File: src/rtl/bmm_pkg.sv
package bmm_pkg;

    localparam int MAX_DIM = 16;
    localparam int ELEM_BITS = 16;

    localparam int DIM_BITS = (MAX_DIM > 1) ? $clog2(MAX_DIM) : 1;
    // stored elements never exceed the 16-bit input field
    localparam int STORE_BITS = (ELEM_BITS < 16) ? ELEM_BITS : 16;
    localparam int PROD_BITS = 2 * STORE_BITS;
    localparam int ADDR_BITS = 3 * DIM_BITS;
    localparam int STORE_DEPTH = 1 << ADDR_BITS;

    localparam int IDX_BITS = 4;
    localparam int SIZE_BITS = 5;
    localparam int CMP_BITS = 8;
    localparam int VALUE_BITS = 16;
    localparam int RESULT_BITS = 36;
    localparam int CFG_IDX_BITS = 2;

    localparam int QUEUE_DEPTH = 2;
    localparam int QPTR_BITS = (QUEUE_DEPTH > 1) ? $clog2(QUEUE_DEPTH) : 1;
    localparam int QCNT_BITS = $clog2(QUEUE_DEPTH + 1);

    localparam logic [1:0] ACT_LOAD_FIRST = 2'd0;
    localparam logic [1:0] ACT_LOAD_SECOND = 2'd1;
    localparam logic [1:0] ACT_REQUEST = 2'd2;
    localparam logic [1:0] ACT_UNUSED = 2'd3;

    localparam logic [CFG_IDX_BITS-1:0] CFG_SLICE_COUNT = 2'd0;
    localparam logic [CFG_IDX_BITS-1:0] CFG_ROW_COUNT = 2'd1;
    localparam logic [CFG_IDX_BITS-1:0] CFG_INNER_SIZE = 2'd2;

    typedef enum logic [2:0] {
        KIND_LOAD_FIRST,
        KIND_LOAD_SECOND,
        KIND_IGNORE,
        KIND_FLAG,
        KIND_MAC
    } kind_t;

    typedef struct packed {
        kind_t                        kind;
        logic [DIM_BITS-1:0]          slice;
        logic [DIM_BITS-1:0]          row;
        logic [DIM_BITS-1:0]          col;
        logic [DIM_BITS-1:0]          last;
        logic signed [STORE_BITS-1:0] value;
    } job_t;

    function automatic logic [DIM_BITS-1:0] to_dim(input logic [IDX_BITS-1:0] idx);
        logic [CMP_BITS-1:0] w;
        w = CMP_BITS'(idx);
        return w[DIM_BITS-1:0];
    endfunction

    function automatic logic [CMP_BITS-1:0] eff_size(input logic [SIZE_BITS-1:0] v);
        logic [CMP_BITS-1:0] w;
        w = CMP_BITS'(v);
        if (w > CMP_BITS'(MAX_DIM))
        begin
            w = CMP_BITS'(MAX_DIM);
        end
        return w;
    endfunction

endpackage

File: src/rtl/bmm_queue.sv
module bmm_queue (
    input  logic          clk,
    input  logic          rst_n,
    input  logic          push,
    input  bmm_pkg::job_t push_job,
    output logic          full,
    input  logic          pop,
    output logic          q_valid,
    output bmm_pkg::job_t head
);

    bmm_pkg::job_t entry_reg [bmm_pkg::QUEUE_DEPTH];
    logic [bmm_pkg::QPTR_BITS-1:0] wr_ptr_reg;
    logic [bmm_pkg::QPTR_BITS-1:0] wr_ptr_next;
    logic [bmm_pkg::QPTR_BITS-1:0] rd_ptr_reg;
    logic [bmm_pkg::QPTR_BITS-1:0] rd_ptr_next;
    logic [bmm_pkg::QCNT_BITS-1:0] count_reg;
    logic [bmm_pkg::QCNT_BITS-1:0] count_next;
    logic do_push;
    logic do_pop;

    assign full = (count_reg == bmm_pkg::QCNT_BITS'(bmm_pkg::QUEUE_DEPTH));
    assign q_valid = (count_reg != '0);
    assign head = entry_reg[rd_ptr_reg];
    assign do_push = push && !full;
    assign do_pop = pop && q_valid;

    always_comb
    begin
        wr_ptr_next = wr_ptr_reg;
        rd_ptr_next = rd_ptr_reg;
        count_next = count_reg;
        if (do_push)
        begin
            wr_ptr_next = (wr_ptr_reg == bmm_pkg::QPTR_BITS'(bmm_pkg::QUEUE_DEPTH - 1))
                          ? '0 : wr_ptr_reg + 1'b1;
        end
        if (do_pop)
        begin
            rd_ptr_next = (rd_ptr_reg == bmm_pkg::QPTR_BITS'(bmm_pkg::QUEUE_DEPTH - 1))
                          ? '0 : rd_ptr_reg + 1'b1;
        end
        if (do_push && !do_pop)
        begin
            count_next = count_reg + 1'b1;
        end
        else if (do_pop && !do_push)
        begin
            count_next = count_reg - 1'b1;
        end
    end

    always_ff @(posedge clk or negedge rst_n)
    begin
        if (!rst_n)
        begin
            wr_ptr_reg <= '0;
            rd_ptr_reg <= '0;
            count_reg <= '0;
        end
        else
        begin
            wr_ptr_reg <= wr_ptr_next;
            rd_ptr_reg <= rd_ptr_next;
            count_reg <= count_next;
        end
    end

    always_ff @(posedge clk)
    begin
        if (do_push)
        begin
            entry_reg[wr_ptr_reg] <= push_job;
        end
    end

endmodule

File: config.mk
export PLATFORM = sky130hd
export DESIGN_NAME = bmm_queue
export DESIGN_NICKNAME = d
export VERILOG_FILES = /design/src/rtl/bmm_pkg.sv /design/src/rtl/bmm_queue.sv
export SDC_FILE = /design/constraint.sdc
export NUM_CORES = 1
export LEC_CHECK = 0
export BUFFER_PORTS_ARGS = -buffer_cell sky130_fd_sc_hd__buf_2
export CAP_MARGIN = 25
export CELL_PAD_IN_SITES_DETAIL_PLACEMENT = 0
export CELL_PAD_IN_SITES_GLOBAL_PLACEMENT = 1
export CORE_ASPECT_RATIO = 1.5
export CORE_MARGIN = 2
export CORE_UTILIZATION = 47
export DETAILED_ROUTE_END_ITERATION = 12
export GPL_TIMING_DRIVEN = 0
export PLACE_DENSITY_LB_ADDON = 0.1
export SKIP_CTS_REPAIR_TIMING = 1
export SLEW_MARGIN = 20
export SYNTH_ARGS = -nofsm -noshare
export SYNTH_HDL_FRONTEND = slang
export SYNTH_SLANG_ARGS = --single-unit
File: constraint.sdc
create_clock -name clk -period 6.85 [get_ports clk]
set_input_delay 0.685 -clock clk [delete_from_list [all_inputs] [get_ports clk]]
set_output_delay 0.685 -clock clk [all_outputs]
set_load 0.02 [all_outputs]
==> impl_results.md <==
* Post-synth cell types at 16
* Fill cells at 451
* Clock Latency Late Sink at 0.33 ns
* Final Hold Slack at 0.1501 ns
* Routed WL at 4395 um
* Cell at the slowest stage of the critical path: dfrtp_1
* Syn avg cell area at 22.47 um2
* Final setup skew at 0.004389 ns
* Setup_tns at 0 ns
* Layout cells sized above 1 at 0.5955
* Crit path largest cell delay at 0.37 ns
* Largest net degree at the start of global routing at 28
* Layout overhead on the synthesized area at 24.23%
* Crit Path Max Fanout at 10
* Synthesized netlist cell count at 128
* Vias per inst at 4.764
* CP Data Arrival Time at 1.47 ns
* GPL Wtd Cong at 0.6899
* Remaining antenna violation count after routing at 0
* Final worst-path cycle share at 0.3148
* Most common cell after layout, fill and taps aside: buf_2
* Drt drc at 0
* F_max at 463.7 MHz
* Clock sink count at 74
* Post-synthesis sequential area ratio at 0.7656
* Rel. slew slack at 0.6148
* Final setup vio count at 0
* Htree depth at 3
* Maximum root-to-sink buffer count at 2
* Vias at 1391
* PwrDens at 440.9 mW/mm2
* Starting Density at 0.4900
* Status: completed
* Seq cells post-synth at 74
* Fin util at 0.6087
* Setup crit start: rd_ptr_reg
* Critical Path, Cell by Cell: buf_6, buf_12, mux2_4, buf_2
* CP required at 6.16 ns
* IO Port Bufs at 75
* CTS tree: yes
* Syn_nets at 168
* 1st-pass router iterations at 4
* RSZ-0062 raised after global routing: false
* Max Cap Viol at 0
* Worst-Margin Slew at 0.5765 ns
* Worst setup EP type: output pin
* CP delay by family, top: buffers and inverters
* Worst Path Buf+Inv at 3
* Clk root buf: clkbuf_8
* Synthesized cell area at 0.002877 mm2
* Final Hold Fails at 0
* # IOs at 76
* Die Y at 99.82 um
* Die ar. at 0.006775 mm2
* Synth Warn # at 0
* Die X at 67.88 um
* P_leak at 1.457 nW
* DR WL/cell at 15.05 um
* Crit Path Class: register to output pin
* First-pass GRT wire length at 6589 um
* FF-to-FF Start: count_reg[0]
* Nets at 256
* DR iter-0 viols at 58
* Total global-route track usage at 0.1420
* Final HPWL DP at 3206 um
* Vias in the first global route at 1497
* FP Rows at 34
* Num CTS Buffers at 9
* Pre-CTS WS at 4.891 ns
* Worst min-delay path class: input port to asynchronous set/reset pin
* Most frequent cells in the layout: buf_2, edfxtp_1, mux2_4, clkbuf_8, mux2_2
* Initial antenna violation count at 0
* Total power at 0.001576 W
* Core Region at 0.005871 mm2
* Largest register FFs at 70
* Element type at the critical path start: register
* Fin crit period at 2.157 ns
* Clock-pin transition on the worst setup and hold timing paths at 0.06 ns
* Pins over their slew limit at 0
* VDD IR-drop max at 0.2859 mV
* Final global-route overflow total at 0
* Setup WS post-layout at 4.693 ns
* Number of diodes at 0
metal layers:
layer / GRT usage / wire [um] / up-vias
met4: 0.1015 / 98 / 0
met1: 0.1235 / 1382 / 664
met5: 0 / 0 / -
met2: 0.2594 / 2643 / 49
li1: - / - / 668
met3: 0.04260 / 270 / 10
where the power goes:
part / switching [W] / internal, W
logic: 0.000327 / 0.000298
clock network: 0.000134 / 0.000164
registers: 0.0000324 / 0.000620
total: 0.000493 / 0.00108
cells in the mapped netlist (all sizes together):
cell	instances	area share
or2	1	0.0022
nor2	2	0.0026
nand2	2	0.0035
dfrtp	4	0.035
edfxtp	70	0.73
xnor2	3	0.0091
and3	1	0.0022
buf	4	0.025
mux2	35	0.17
ha	1	0.0043
xor2	2	0.0061
nand2b	1	0.0022
inv	2	0.0026
final timing paths:
check,cells past startpoint,endpoint,slack (ns)
setup / recovery,4,head[10],4.69
hold / removal,1,count_reg[0],0.15
setup reg to reg,4,entry_reg[0][31],5.12
hold reg to reg,1,count_reg[1],0.50
max in group asynchronous,1,count_reg[1],6.58
min in group clk,1,count_reg[1],0.50
cell families (layout without fill, tap and decap cells):
| kind of cell | after synthesis | count (layout) | synth area share |
|---|---|---|---|
| buf+inv | 6 | 98 | 0.02740 |
| xor+xnor | 5 | 5 | 0.01523 |
| fa+ha+maj | 1 | 1 | 0.004349 |
| mux | 35 | 35 | 0.1749 |
| flops | 74 | 74 | 0.7656 |
| simple gates | 7 | 7 | 0.01262 |
final cells by class:
cell class	count	area (um2)	share of cell area
inverter	2	7.507	0.002101
tap	72	90.09	0.02521
timing repair buffer	77	422.9	0.1183
buffer	4	71.32	0.01996
sequential	74	2202	0.6162
multi-input combinational	48	604.3	0.1691
clock inverter	4	43.79	0.01225
clock buffer	11	131.4	0.03676
through the flow:
stage,instance area [um2],instances
floorplan,2877,128
global placement,3342,275
detailed placement,3398,277
CTS,3573,292
global route,3573,292
finish,3573,292
Note: power is estimated with default switching activity, not from simulation.
