==> src/rtl/bmm_pkg.sv <==
package bmm_pkg;

    localparam int MAX_DIM = 16;
    localparam int ELEM_BITS = 16;

    localparam int DIM_BITS = (MAX_DIM > 1) ? $clog2(MAX_DIM) : 1;
    // stored elements never exceed the 16-bit input field
    localparam int STORE_BITS = (ELEM_BITS < 16) ? ELEM_BITS : 16;
    localparam int PROD_BITS = 2 * STORE_BITS;
    localparam int ADDR_BITS = 3 * DIM_BITS;
    localparam int STORE_DEPTH = 1 << ADDR_BITS;

    localparam int IDX_BITS = 4;
    localparam int SIZE_BITS = 5;
    localparam int CMP_BITS = 8;
    localparam int VALUE_BITS = 16;
    localparam int RESULT_BITS = 36;
    localparam int CFG_IDX_BITS = 2;

    localparam int QUEUE_DEPTH = 2;
    localparam int QPTR_BITS = (QUEUE_DEPTH > 1) ? $clog2(QUEUE_DEPTH) : 1;
    localparam int QCNT_BITS = $clog2(QUEUE_DEPTH + 1);

    localparam logic [1:0] ACT_LOAD_FIRST = 2'd0;
    localparam logic [1:0] ACT_LOAD_SECOND = 2'd1;
    localparam logic [1:0] ACT_REQUEST = 2'd2;
    localparam logic [1:0] ACT_UNUSED = 2'd3;

    localparam logic [CFG_IDX_BITS-1:0] CFG_SLICE_COUNT = 2'd0;
    localparam logic [CFG_IDX_BITS-1:0] CFG_ROW_COUNT = 2'd1;
    localparam logic [CFG_IDX_BITS-1:0] CFG_INNER_SIZE = 2'd2;

    typedef enum logic [2:0] {
        KIND_LOAD_FIRST,
        KIND_LOAD_SECOND,
        KIND_IGNORE,
        KIND_FLAG,
        KIND_MAC
    } kind_t;

    typedef struct packed {
        kind_t                        kind;
        logic [DIM_BITS-1:0]          slice;
        logic [DIM_BITS-1:0]          row;
        logic [DIM_BITS-1:0]          col;
        logic [DIM_BITS-1:0]          last;
        logic signed [STORE_BITS-1:0] value;
    } job_t;

    function automatic logic [DIM_BITS-1:0] to_dim(input logic [IDX_BITS-1:0] idx);
        logic [CMP_BITS-1:0] w;
        w = CMP_BITS'(idx);
        return w[DIM_BITS-1:0];
    endfunction

    function automatic logic [CMP_BITS-1:0] eff_size(input logic [SIZE_BITS-1:0] v);
        logic [CMP_BITS-1:0] w;
        w = CMP_BITS'(v);
        if (w > CMP_BITS'(MAX_DIM))
        begin
            w = CMP_BITS'(MAX_DIM);
        end
        return w;
    endfunction

endpackage

==> src/rtl/bmm_front.sv <==
module bmm_front (
    input  logic                               clk,
    input  logic                               rst_n,
    input  logic                               cfg_valid,
    output logic                               cfg_ready,
    input  logic [bmm_pkg::CFG_IDX_BITS-1:0]   cfg_index,
    input  logic [bmm_pkg::SIZE_BITS-1:0]      cfg_data,
    input  logic                               in_valid,
    output logic                               in_stall,
    input  logic [1:0]                         action,
    input  logic [bmm_pkg::IDX_BITS-1:0]       slice_index,
    input  logic [bmm_pkg::IDX_BITS-1:0]       row_index,
    input  logic [bmm_pkg::IDX_BITS-1:0]       col_index,
    input  logic signed [bmm_pkg::VALUE_BITS-1:0] element_value,
    input  logic                               q_full,
    output logic                               push,
    output bmm_pkg::job_t                      job
);

    logic [bmm_pkg::SIZE_BITS-1:0] slice_count_reg;
    logic [bmm_pkg::SIZE_BITS-1:0] row_count_reg;
    logic [bmm_pkg::SIZE_BITS-1:0] inner_size_reg;

    logic [bmm_pkg::CMP_BITS-1:0] ns;
    logic [bmm_pkg::CMP_BITS-1:0] nr;
    logic [bmm_pkg::CMP_BITS-1:0] ni;
    logic [bmm_pkg::CMP_BITS-1:0] ni_m1;
    logic s_ok;
    logic r_ok;
    logic r_inner_ok;
    logic c_ok;

    assign cfg_ready = 1'b1;

    always_ff @(posedge clk or negedge rst_n)
    begin
        if (!rst_n)
        begin
            slice_count_reg <= bmm_pkg::SIZE_BITS'(1);
            row_count_reg   <= bmm_pkg::SIZE_BITS'(1);
            inner_size_reg  <= bmm_pkg::SIZE_BITS'(1);
        end
        else if (cfg_valid && cfg_ready)
        begin
            unique case (cfg_index)
                bmm_pkg::CFG_SLICE_COUNT: slice_count_reg <= cfg_data;
                bmm_pkg::CFG_ROW_COUNT:   row_count_reg <= cfg_data;
                bmm_pkg::CFG_INNER_SIZE:  inner_size_reg <= cfg_data;
                default: ;
            endcase
        end
    end

    always_comb
    begin
        ns = bmm_pkg::eff_size(slice_count_reg);
        nr = bmm_pkg::eff_size(row_count_reg);
        ni = bmm_pkg::eff_size(inner_size_reg);
        ni_m1 = ni - bmm_pkg::CMP_BITS'(1);
        s_ok = bmm_pkg::CMP_BITS'(slice_index) < ns;
        r_ok = bmm_pkg::CMP_BITS'(row_index) < nr;
        r_inner_ok = bmm_pkg::CMP_BITS'(row_index) < ni;
        c_ok = bmm_pkg::CMP_BITS'(col_index) < ni;

        job.slice = bmm_pkg::to_dim(slice_index);
        job.row   = bmm_pkg::to_dim(row_index);
        job.col   = bmm_pkg::to_dim(col_index);
        // only meaningful for accepted requests, where inner size is at least one
        job.last  = ni_m1[bmm_pkg::DIM_BITS-1:0];
        job.value = element_value[bmm_pkg::STORE_BITS-1:0];

        unique case (action)
            bmm_pkg::ACT_LOAD_FIRST:
                job.kind = (s_ok && r_ok && c_ok) ? bmm_pkg::KIND_LOAD_FIRST
                                                   : bmm_pkg::KIND_IGNORE;
            bmm_pkg::ACT_LOAD_SECOND:
                job.kind = (s_ok && r_inner_ok && c_ok) ? bmm_pkg::KIND_LOAD_SECOND
                                                         : bmm_pkg::KIND_IGNORE;
            bmm_pkg::ACT_REQUEST:
                job.kind = (s_ok && r_ok && c_ok) ? bmm_pkg::KIND_MAC
                                                   : bmm_pkg::KIND_FLAG;
            bmm_pkg::ACT_UNUSED:
                job.kind = bmm_pkg::KIND_IGNORE;
        endcase
    end

    // unused action is consumed with no item queued
    assign in_stall = q_full;
    assign push = in_valid && !q_full && (action != bmm_pkg::ACT_UNUSED);

endmodule

==> config.mk <==
export PLATFORM = sky130hd
export DESIGN_NAME = bmm_front
export DESIGN_NICKNAME = d
export VERILOG_FILES = /design/src/rtl/bmm_pkg.sv /design/src/rtl/bmm_front.sv
export SDC_FILE = /design/constraint.sdc
export NUM_CORES = 1
export LEC_CHECK = 0
export ABC_AREA = 1
export CORE_ASPECT_RATIO = 0.6
export CORE_MARGIN = 4
export CORE_UTILIZATION = 30
export DETAILED_ROUTE_END_ITERATION = 8
export DONT_BUFFER_PORTS = 1
export PLACE_DENSITY = 0.4
export REMOVE_ABC_BUFFERS = 1
export SKIP_LAST_GASP = 1
export SLEW_MARGIN = 30
export SYNTH_ARGS = -nofsm -noshare
export SYNTH_HDL_FRONTEND = slang
export SYNTH_SLANG_ARGS = --single-unit
==> constraint.sdc <==
create_clock -name clk -period 2.5 [get_ports clk]
set_clock_uncertainty 0.05 [all_clocks]
set_input_delay 0.375 -clock clk [delete_from_list [all_inputs] [get_ports clk]]
set_output_delay 0.375 -clock clk [all_outputs]
set_load 0.005 [all_outputs]
==> qor.yml <==
drt:
  vias: 1020
  first_pass_iters: 4
  wl_per_cell_um: 14.9
  route.met3.wl_um: 271
  drt-initial-drc-count: 26
  routed_wl_mm: 3.27
  route.detailed.drc: 0
  postRouteAntennaNets: 0
  wl_met1_mm: 1.55
  vias_per_cell: 4.64
  wl_met2_mm: 1.44
  top_layer_used: "met3"
synth:
  synthesis.area_mm2: 0.00130
  yosysTopAreaCell: "dfrtp_1"
  syn_area_per_cell_um2: 7.28
  synth_cell_type_count: 21
  synth-edff-count: 0
  ys_ff_latch: 15
  postSynthCellCount: 179
  synth_ff_type: "dfrtp_1"
  synth_top_area_share_pct: 23.0
  synthArstFlopShare_pct: 100
  ys_seq_area_share_pct: 29.1
  yosys_warnings: 0
  synth_most_common_cell: "nand2_1"
  synth_common_cells: "nand2_1 (47), buf_4 (30), inv_1 (24), o21ai_0 (18), ha_1 (13)"
  yosys-top-cells-area: "dfrtp_1 (23%), buf_4 (17%), nand2_1 (14%), ha_1 (12%), o21ai_0 (6.9%)"
status:
  outcome: "finished clean"
floorplanning:
  pin_count: 80
  fp.dieH_um: 59.1
  initial_core_util_pct: 31.5
  die_area_mm2: 0.00550
  die_x_um: 93.1
  core_mm2: 0.00414
  num_rows: 18
placed_design:
  hpwlAfterDp_mm: 2.63
  numPortBuffers: 0
  gp_congestion: 0.738
clock_network:
  cts_made_buffers: 3
  cts_root_buf: "clkbuf_8"
  clk_pin_slew_worst_paths_ns: 0.06
  cts_buffer_depth: 2
  cts_sinks: 15
  clk_latency_ns: 0.24
  htreeDepth: 1
  cts_tree: "yes"
timing:
  hold_viol_final: 0
  timing.final.max_slew_violations: 0
  max_freq_ghz: 0.401
  timing.final.crit_share_pct: 99.8
  whs_ns: 0.308
  setup_tns_ns: 0
  tightestPinTransition_ns: 0.737
  fin_crit_ns: 2.50
  setup_viol: 0
  maxSlewHeadroom_pct: 50.7
  grt_setup_unrepaired: "yes"
worst_setup_path:
  path_depth: 11
  r2r_end: "inner_size_reg[0]$_DFFE_PN1P_"
  endpoint_kind: "output port"
  critPathSlowestCell: "dfrtp_2"
  critPathMaxFanout: 3
  path_cells: "o41ai_4 > nand2_1 > ha_4 > nand2_1 > inv_1 > nand2_1 > a21oi_2 > nor2_2 > nand3_1 > nand2_1 > inv_1"
  crit_buf_inv: 2
  crit_path_start_kind: "flip-flop"
  cp_slowest_stage_delay_ns: 0.43
  r2r-start: "inner_size_reg[0]$_DFFE_PN1P_"
  cpMostUsedCell: "nand2_1"
  critPathArrivalTime_ns: 2.07
  r2r_setup_slack_ns: 1.57
  reg2reg_depth: 3
  criticalPathCategory: "flip-flop to output port"
  crit_required_ns: 2.08
  path_delay_family: "compound AO/OA/AOI/OAI gates"
global_route:
  grt-ovfl-total: 0
  first_global_vias: 1019
  grt_usage_pct: 12.0
  grt_first_pass_wirelength_mm: 4.96
  antenna_found_initial: 0
  grt_max_degree: 16
worst_hold_path:
  min_path_type: "input pin to flip-flop"
  hold_end: "inner_size_reg[4]$_DFFE_PN0P_"
  whs_path_depth: 2
  hp-start: "cfg_data[4]"
cells_and_area:
  area_growth_pct: 1.06
  drive_above_1_share_pct: 18.8
  antennaDiodeCount: 0
  fin_nets: 216
power_and_ir_drop:
  powerDensity_mw_per_mm2: 645
  ir_drop_mv: 0.174
  leakagePower_nw: 0.674
flow_run:
  drv_cap: 0
==> timing repair <==
item | CTS | global route
gates cloned | 0 | 0
pin swaps | 5 | 3
resized for setup | 9 | 5
hold buffers | 1 | 0
endpoints found under the hold margin | 15 | 0
setup buffers | 2 | 3
setup endpoints to repair | 3 | 3
==> layout by cell type, fill, tap and decap left out <==
cell	Yosys	routed
a211oi_1	1	1
a21oi_1	3	1
a21oi_2	0	2
buf_4	30	6
clkbuf_1	0	1
clkbuf_8	0	3
conb_1	1	1
dfrtp_1	12	11
dfrtp_2	0	1
dfstp_2	3	3
dlygate4sd3_1	0	1
ha_1	13	12
ha_4	0	1
inv_1	24	24
inv_2	1	1
nand2_1	47	45
nand2_2	1	3
nand2_4	1	1
nand3_1	8	6
nand3_2	0	2
nor2_1	9	7
nor2_2	2	4
o2111ai_1	1	1
o211ai_2	1	1
o21ai_0	18	17
o21ai_2	0	1
o31ai_1	1	1
o41ai_4	0	1
xnor2_1	1	1
==> per-stage QoR <==
step | cell area (um2) | util (%) | setup WS [ns] | power [mW] | std cells
after CTS | 1280 | 30.9 | -0.0247 | 0.836 | 217
after global routing | 1320 | 31.8 | -0.126 | 0.922 | 220
after detailed placement | 1160 | 28.0 | 0.0928 | 0.594 | 210
after global placement | 1160 | 28.0 | 0.157 | 0.579 | 210
final | 1320 | 31.8 | 0.00443 | 0.849 | 220
after floorplan | 1080 | - | 0.272 | 0.524 | 149
==> worst max path at each step <==
stage	start	end	slack, ns
after floorplan	inner_size_reg[0]$_DFFE_PN1P_	job[34]	0.27
after global placement	slice_count_reg[1]$_DFFE_PN0P_	job[33]	0.16
after detailed placement	slice_count_reg[1]$_DFFE_PN0P_	job[32]	0.09
after CTS	slice_count_reg[3]$_DFFE_PN0P_	job[33]	-0.02
after global routing	inner_size_reg[0]$_DFFE_PN1P_	job[33]	-0.13
final	slice_count_reg[3]$_DFFE_PN0P_	job[33]	0.004
==> cell families (layout without fill, tap and decap cells) <==
group / count (synthesis) / count (layout) / share of synthesized area [%]
buffers and inverters: 55 / 36 / 24.5
flip-flops: 15 / 15 / 29.1
AO/OA/AOI/OAI: 26 / 26 / 11.5
adder cells (fa/ha/maj): 13 / 13 / 12.5
AND/OR/NAND/NOR: 68 / 68 / 21.5
other: 1 / 1 / 0.288
XOR/XNOR: 1 / 1 / 0.672
==> power by group <==
group          internal (mW)  switching (mW)
registers              0.288          0.0420
logic                  0.135           0.186
clock network          0.113          0.0854
==> layer usage <==
layer  up-vias  GRT usage, %
li1        499             -
met1       478          16.1
met2        43          17.9
met3         0          6.85
met4         0             0
met5         -             0
==> layout make-up <==
class                      instances  area, um2
sequential                        15        380
multi-input combinational        109        668
inverter                          25       93.8
tap                               60       75.1
timing repair buffer               7       55.1
fill                             457       2830
clock buffer                       4       45.0
No activity file was read; power rests on OpenSTA's default activity.
